--- config.mk ---
export PLATFORM = sky130hd
export DESIGN_NAME = fba_ctrl
export DESIGN_NICKNAME = d
export VERILOG_FILES = /design/src/hw/rtl/fba_pkg.sv /design/src/hw/rtl/fba_ctrl.sv
export SDC_FILE = /design/constraint.sdc
export NUM_CORES = 1
export LEC_CHECK = 0
export ABC_CLOCK_PERIOD_IN_PS = 2200
export BUFFER_PORTS_ARGS = -buffer_cell sky130_fd_sc_hd__buf_2
export CAP_MARGIN = 5
export CORE_AREA = 2 2 39 41
export DETAILED_ROUTE_END_ITERATION = 10
export DIE_AREA = 0 0 41 43
export PLACE_DENSITY = 0.83
export SLEW_MARGIN = 20
export SYNTH_ARGS = -nofsm -noshare
export SYNTH_HDL_FRONTEND = slang
export SYNTH_SLANG_ARGS = --single-unit
--- constraint.sdc ---
create_clock -name clk -period 2.2 [get_ports clk]
set_clock_uncertainty 0.15 [all_clocks]
set_input_delay 0.22 -clock clk [delete_from_list [all_inputs] [get_ports clk]]
set_output_delay 0.22 -clock clk [all_outputs]
set_load 0.02 [all_outputs]
--- src/hw/rtl/fba_pkg.sv ---
`default_nettype none
// ----------------------------------------------------------------------------
// fba_pkg
// Shared types and constants of the frame bitmap allocator: field widths,
// result status codes and the command and status words between the
// controller and the datapath.
// ----------------------------------------------------------------------------
package fba_pkg;

  localparam int FBA_MAX_FRAMES = 4096;
  localparam int FBA_WORD_BITS  = 32;

  localparam int FRAME_W = 12;
  localparam int CFG_W   = 13;
  localparam int STAT_W  = 3;

  localparam logic [CFG_W-1:0] FRAME_COUNT_RST = 13'h1000;

  localparam logic REQ_ALLOC = 1'b0;
  localparam logic REQ_FREE  = 1'b1;

  typedef enum logic [STAT_W-1:0] {
    ST_ALLOCATED     = 3'd0,
    ST_HAD_FRAME     = 3'd1,
    ST_OUT_OF_FRAMES = 3'd2,
    ST_FREED         = 3'd3,
    ST_NOTHING       = 3'd4
  } fba_status_t;

  typedef struct packed {
    logic        load;
    logic        issue;
    logic        free_rd;
    logic        capture;
    logic        set_wr;
    logic        clr_wr;
    logic        res_load;
    fba_status_t res_code;
  } fba_cmd_t;

  typedef struct packed {
    logic is_free;
    logic cur_zero;
    logic free_in_range;
    logic issue_more;
    logic rd_vld;
    logic hit;
    logic out_free;
  } fba_sts_t;

endpackage
`default_nettype wire

--- src/hw/rtl/fba_ctrl.sv ---
`default_nettype none
// ----------------------------------------------------------------------------
// fba_ctrl
// Request sequencer: dispatches a word, runs the bitmap scan or the free
// read-modify-write, and hands the result code to the output register.
// ----------------------------------------------------------------------------
module fba_ctrl
  import fba_pkg::*;
(
  input  wire logic     clk,
  input  wire logic     rst_n,
  input  wire logic     in_valid,
  output logic          in_ready,
  input  wire fba_sts_t sts,
  output fba_cmd_t      cmd
);

  typedef enum logic [2:0] {
    S_IDLE,
    S_DISPATCH,
    S_SCAN,
    S_SET,
    S_FREE_WR,
    S_RESULT
  } state_t;

  state_t      state_r, state_nxt;
  fba_status_t res_code_r, res_code_nxt;

  always_comb begin
    state_nxt    = state_r;
    res_code_nxt = res_code_r;
    cmd          = '0;
    cmd.res_code = res_code_r;
    in_ready     = 1'b0;
    case (state_r)
      S_IDLE: begin
        in_ready = 1'b1;
        if (in_valid) begin
          cmd.load  = 1'b1;
          state_nxt = S_DISPATCH;
        end
      end
      S_DISPATCH: begin
        state_nxt = S_RESULT;
        if (!sts.is_free) begin
          if (!sts.cur_zero) begin
            res_code_nxt = ST_HAD_FRAME;
          end else begin
            state_nxt = S_SCAN;
          end
        end else if (sts.cur_zero) begin
          res_code_nxt = ST_NOTHING;
        end else if (sts.free_in_range) begin
          cmd.free_rd = 1'b1;
          state_nxt   = S_FREE_WR;
        end else begin
          res_code_nxt = ST_FREED;
        end
      end
      S_SCAN: begin
        if (sts.hit) begin
          cmd.capture = 1'b1;
          state_nxt   = S_SET;
        end else if (sts.issue_more) begin
          cmd.issue = 1'b1;
        end else if (!sts.rd_vld) begin
          res_code_nxt = ST_OUT_OF_FRAMES;
          state_nxt    = S_RESULT;
        end
      end
      S_SET: begin
        cmd.set_wr   = 1'b1;
        res_code_nxt = ST_ALLOCATED;
        state_nxt    = S_RESULT;
      end
      S_FREE_WR: begin
        cmd.clr_wr   = 1'b1;
        res_code_nxt = ST_FREED;
        state_nxt    = S_RESULT;
      end
      S_RESULT: begin
        if (sts.out_free) begin
          cmd.res_load = 1'b1;
          state_nxt    = S_IDLE;
        end
      end
      default: begin
        state_nxt = S_IDLE;
      end
    endcase
  end

  always_ff @(posedge clk) begin
    if (!rst_n) begin
      state_r    <= S_IDLE;
      res_code_r <= ST_ALLOCATED;
    end else begin
      state_r    <= state_nxt;
      res_code_r <= res_code_nxt;
    end
  end

endmodule
`default_nettype wire

==> flow_summary.yaml, run 1 <==
sta:
  drv_slew: 0
  fin_crit_sh_pct: 93.9
  holdWs_ns: 0.139
  relSlewSlack_pct: 56.7
  tightestPinTransition_ns: 0.649
  final_hold_viol_count: 0
  setup_tns_ns: 0
  period_minus_slack_ns: 2.07
  fin_ws_ns: 0.134
  rsz0062_at_grt: "false"
  finalSetupViolCount: 0
  fmax_mhz: 484
placement:
  dp_slack_ns: 0.304
  dp_hpwl_mm: 1.06
  gp_congestion: 0.743
  io_buffers: 20
pwr:
  peakVddDrop_mv: 0.326
  powerDensity_nw_per_um2: 646
  p_leak_uw: 0.000347
layout:
  final_nets: 98
  areaGrowthSynthToFinish_pct: 23.0
  diodes: 0
  drive_above_1_share_pct: 45.3
setup_path:
  arrival_ns: 1.70
  path_max_fanout: 16
  timing.rr.end: "res_code_r[2]"
  path_class: "reg2out"
  reg2reg_setup_slack_ns: 0.30
  ff2ff_path_depth: 4
  reg2reg_from: "state_r[0]"
  endpoint_kind: "output pin"
  start_kind: "flop"
  crit_required_ns: 1.83
drt:
  drc_errors: 0
  avgRoutedWirePerCell_um: 12.4
  viasPerCell: 5.51
  drtIter0Drc: 9
  via_count: 562
  wirelength_mm: 1.26
  postRouteAntennaNets: 0
  first_pass_iters: 4
floorplan:
  core_um2: 1380
  design.die.area_um2: 1760
  io-pin-count: 21
  row_count: 14
  die_h_um: 43
  start_util_pct: 43.7
  chipWidth_um: 41
synthesis:
  netlist.area_leader.share_pct: 19.9
  postSynthNetCount: 73
  ys.flop_type: "dfxtp_1"
  synth_area_leaders: "dfxtp_1 (20%), nor4_4 (11%), o211a_1 (5.0%), nor4bb_4 (4.1%), mux2i_1 (3.3%)"
  synth_warnings: 0
  synth_edf_count: 0
  synth_largest_area_cell: "dfxtp_1"
  avgSynthCellArea_um2: 9.59
  synth_common_cells: "dfxtp_1 (6), nand2_1 (5), inv_1 (4)"
  ys_types: 35
  syn_area_um2: 604
  postSynthCellCount: 63
  synth_seq_area_share_pct: 19.9
  ys_ff_latch: 6
  yosysMostFrequentCell: "dfxtp_1"
  synthArstFlopShare_pct: 0
clock_network:
  clock_path_buffers: 2
  root_buffer: "clkbuf_4"
  cts_setup_buffers: 0
  insertion_delay_ns: 0.23
  cts-buffers-inserted: 3
  postCtsHoldBufs: 0
  cts_tree: "yes"
  cts_resized: 0
  cts_num_sinks: 6
  path_clk_slew_ns: 0.04
  h-tree-depth: 1
min_path:
  hold_depth: 2
  hold_start: "rst_n"
  holdPathEnd: "state_r[2]"
  holdCritPathClass: "in2reg"
grt:
  gr-max-usage-layer: "met2"
  antenna_found_initial: 0
  grt_use_met3_pct: 3.14
  grt_max_degree: 17
  met2_usage_pct: 28.1
  grtUsageTotal_pct: 17.1
  grt_pass1_wl_mm: 2.06
  grt_pass1_vias: 506
  grt_util_met1_pct: 20.2
  grt_overflow: 0
status:
  status: "complete, no violations"
run:
  cap_viol_max_count: 0
layout make-up:
| class | instances | area (um^2) |
|---|---|---|
| inverter | 4 | 15.0 |
| multi-input combinational | 50 | 443 |
| fill | 138 | 641 |
| sequential | 6 | 120 |
| timing repair buffer | 23 | 123 |
| clock buffer | 3 | 22.5 |
| tap | 16 | 20.0 |
worst max-delay path, cell delays in order, from the launching register on:
cell     delay (ns)
dfxtp_1        0.73
nand2_1        0.18
nor4_4         0.32
buf_2          0.23
cell usage in the layout (no fill, tap or decap), drive strengths merged, types with 2 or more instances in the layout:
cell type	n
nor4	4
clkbuf	3
buf	23
nor2b	2
nand2b	3
dfxtp	6
nand2	5
mux2i	2
nor2	3
nor4b	2
o21ai	3
and2	3
nor3	4
a21oi	4
o211a	3
inv	4
state kept, by name, indices dropped and copies added (netlist names):
signal      flops
res_code_r      3
state_r         3
per-layer routing:
metal | vias to the layer above | wire (um)
met5 | - | 0
met4 | 0 | 0
met3 | 0 | 62
met2 | 16 | 646
met1 | 259 | 553
li1 | 287 | -
per-stage QoR:
stage	power (uW)	cell area, um^2	util [%]	cells
after floorplan	334	604	-	63
after global placement	385	721	52.1	99
after detailed placement	389	721	52.1	99
after CTS	489	743	53.7	102
after global routing	518	743	53.7	102
final	480	743	53.7	102
report_power, final:
| group | internal [uW] | switching (uW) | leakage, uW | total (uW) |
|---|---|---|---|---|
| combinational | 104 | 124 | 0.000284 | 228 |
| sequential | 126 | 31.6 | 0.0000492 | 158 |
| clock | 61.2 | 32.2 | 0.0000138 | 93.4 |
how the worst max path moves through the flow:
| stage | start | end | slack [ns] |
|---|---|---|---|
| floorplan | state_r[1] | cmd[9] | 0.44 |
| global placement | state_r[0] | res_code_r[2] | 0.34 |
| detailed placement | state_r[0] | res_code_r[2] | 0.30 |
| CTS | state_r[0] | cmd[7] | 0.12 |
| global route | state_r[0] | cmd[7] | 0.02 |
| finish | state_r[0] | cmd[7] | 0.13 |
kinds of logic after synthesis:
kind of cell	share of synthesized area, %
AO/OA/AOI/OAI	20.1
buffers and inverters	6.83
flip-flops	19.9
multiplexers	5.80
AND/OR/NAND/NOR	47.4
No activity file was read; power rests on OpenSTA's default activity.
==> run 2, diff against run 1 <==
--- a/config.mk
+++ b/config.mk
@@ -8,10 +8,11 @@
 export ABC_CLOCK_PERIOD_IN_PS = 2200
 export BUFFER_PORTS_ARGS = -buffer_cell sky130_fd_sc_hd__buf_2
 export CAP_MARGIN = 5
-export CORE_AREA = 2 2 39 41
+export CORE_AREA = 2 2 42 44
 export DETAILED_ROUTE_END_ITERATION = 10
-export DIE_AREA = 0 0 41 43
-export PLACE_DENSITY = 0.83
+export DIE_AREA = 0 0 44 46
+export PLACE_DENSITY = 0.73
+export RECOVER_POWER = 100
 export SLEW_MARGIN = 20
 export SYNTH_ARGS = -nofsm -noshare
 export SYNTH_HDL_FRONTEND = slang
==> run 2 against run 1 <==
Against the previous run:
- total power is 1.1% lower
- via count is 0.36% higher
- global-route usage is 1.5 points lower
- die area is 15% higher
- clock power is 9% higher
- fmax is 5.0% higher
- worst hold slack worse by 0.0040 ns
==> flow_summary.yaml, run 2 (synthesis gave the netlist of run 1 again) <==
drt:
  via_count: 564
  viasPerCell: 5.48
  wirelength_mm: 1.37
  postRouteAntennaNets: 0
  drc_errors: 0
  first_pass_iters: 4
  drtIter0Drc: 8
  avgRoutedWirePerCell_um: 13.3
pwr:
  combPwrFrac_pct: 45.6
  switching_share_pct: 40.6
  p_seq_share_pct: 33.0
  powerDensity_nw_per_um2: 674
  p_int_uw: 282
  clkPwrFrac_pct: 21.4
  p_switching_uw: 193
  p_leak_uw: 0.000310
  peakVddDrop_mv: 0.311
setup_path:
  path_max_fanout: 6
  timing.rr.end: "state_r[0]"
  endpoint_kind: "flop"
  start_kind: "flop"
  reg2reg_setup_slack_ns: 0.23
  ff2ff_path_depth: 4
  reg2reg_from: "state_r[1]"
  path_class: "reg2reg"
  crit_required_ns: 2.19
  arrival_ns: 1.96
clock_network:
  path_clk_slew_ns: 0.05
  cts_tree: "yes"
  h-tree-depth: 1
  cts-buffers-inserted: 3
  insertion_delay_ns: 0.24
  postCtsHoldBufs: 0
  clock_path_buffers: 2
  root_buffer: "clkbuf_4"
  cts_num_sinks: 6
layout:
  mostFrequentLayoutCells: "buf_2 (13), clkbuf_1 (8), nand2_1 (5), dfxtp_1 (5), inv_1 (4)"
  areaGrowthSynthToFinish_pct: 16.6
  stdcell_count: 103
  diodes: 0
  largestRegisters: "res_code_r (3), state_r (3)"
  drive_above_1_share_pct: 32.6
  final_common_cell: "buf_2"
  final_nets: 98
sta:
  finalSetupViolCount: 0
  setup_tns_ns: 0
  relSlewSlack_pct: 48.9
  fin_crit_sh_pct: 89.4
  final_hold_viol_count: 0
  rsz0062_at_grt: "false"
  tightestPinTransition_ns: 0.759
  drv_slew: 0
  period_minus_slack_ns: 1.97
  fmax_mhz: 508
floorplan:
  die_h_um: 46
  core_um2: 1610
  start_util_pct: 37.4
  row_count: 15
  design.die.area_um2: 2020
  io-pin-count: 21
  chipWidth_um: 44
grt:
  grt_max_degree: 17
  grt_pass1_wl_mm: 2.32
  antenna_found_initial: 0
  grt_overflow: 0
  grt_pass1_vias: 565
  grtUsageTotal_pct: 15.7
placement:
  dp_hpwl_mm: 1.11
  io_buffers: 20
  gp_congestion: 0.783
  dp.cells: 100
run:
  cap_viol_max_count: 0
min_path:
  holdPathEnd: "state_r[2]"
  hold_depth: 2
  holdCritPathClass: "in2reg"
  hold_start: "rst_n"
status:
  status: "complete, no violations"
## run 2: layer usage
metal	vias to the layer above	routed length (um)	global-route usage, %
li1	286	-	-
met4	0	0	7.27
met5	-	0	0
met2	18	673	27.9
met3	0	73	2.38
met1	260	625	18.2
## run 2: per-stage QoR
stage	area (um^2)	power, uW	util (%)	setup slack [ns]	hold slack (ns)
detailed placement	722	393	44.7	0.276	0.309
CTS	744	500	46.1	0.0950	0.122
finish	704	475	43.6	0.232	0.135
global placement	722	388	44.7	0.328	0.299
global route	704	508	43.6	0.143	0.140
floorplan	604	334	-	0.438	0.203
## run 2: worst max-delay path by stage
stage	from	endpoint	slack (ns)
6_report	state_r[1]	state_r[0]	0.23
5_1_grt	state_r[2]	state_r[2]	0.14
4_1_cts	state_r[0]	cmd[7]	0.09
3_5_place_dp	state_r[0]	state_r[2]	0.28
3_3_place_gp	state_r[0]	res_code_r[2]	0.33
2_1_floorplan	state_r[1]	cmd[9]	0.44
## run 2: power groups by stage
stage / sequential (uW) / combinational [uW] / clock (uW)
5_1_grt: 162 / 234 / 111
2_1_floorplan: 153 / 180 / 0
3_5_place_dp: 162 / 231 / 0
4_1_cts: 160 / 231 / 108
6_report: 157 / 216 / 102
3_3_place_gp: 161 / 226 / 0
## run 2: what timing repair did
| item | in CTS | in global routing |
|---|---|---|
| setup endpoints to repair | 0 | 1 |
| buffers inserted | 0 | 0 |
| gates resized for setup | 0 | 1 |
## run 2: cell type report
class                   count  area, um^2
clock buffers               3        22.5
fillers                   181         910
inverters                   4        15.0
multi-input cells          50         414
flip-flops and latches      6         121
well taps                  17        21.3
repair buffers             23         110
## run 2: critical path, cell delays in order (launching register included)
cell and delay (ns):
dfxtp_1 0.47, nand2b_2 0.13, nor4_1 0.65, nor3_1 0.14, a311oi_1 0.31
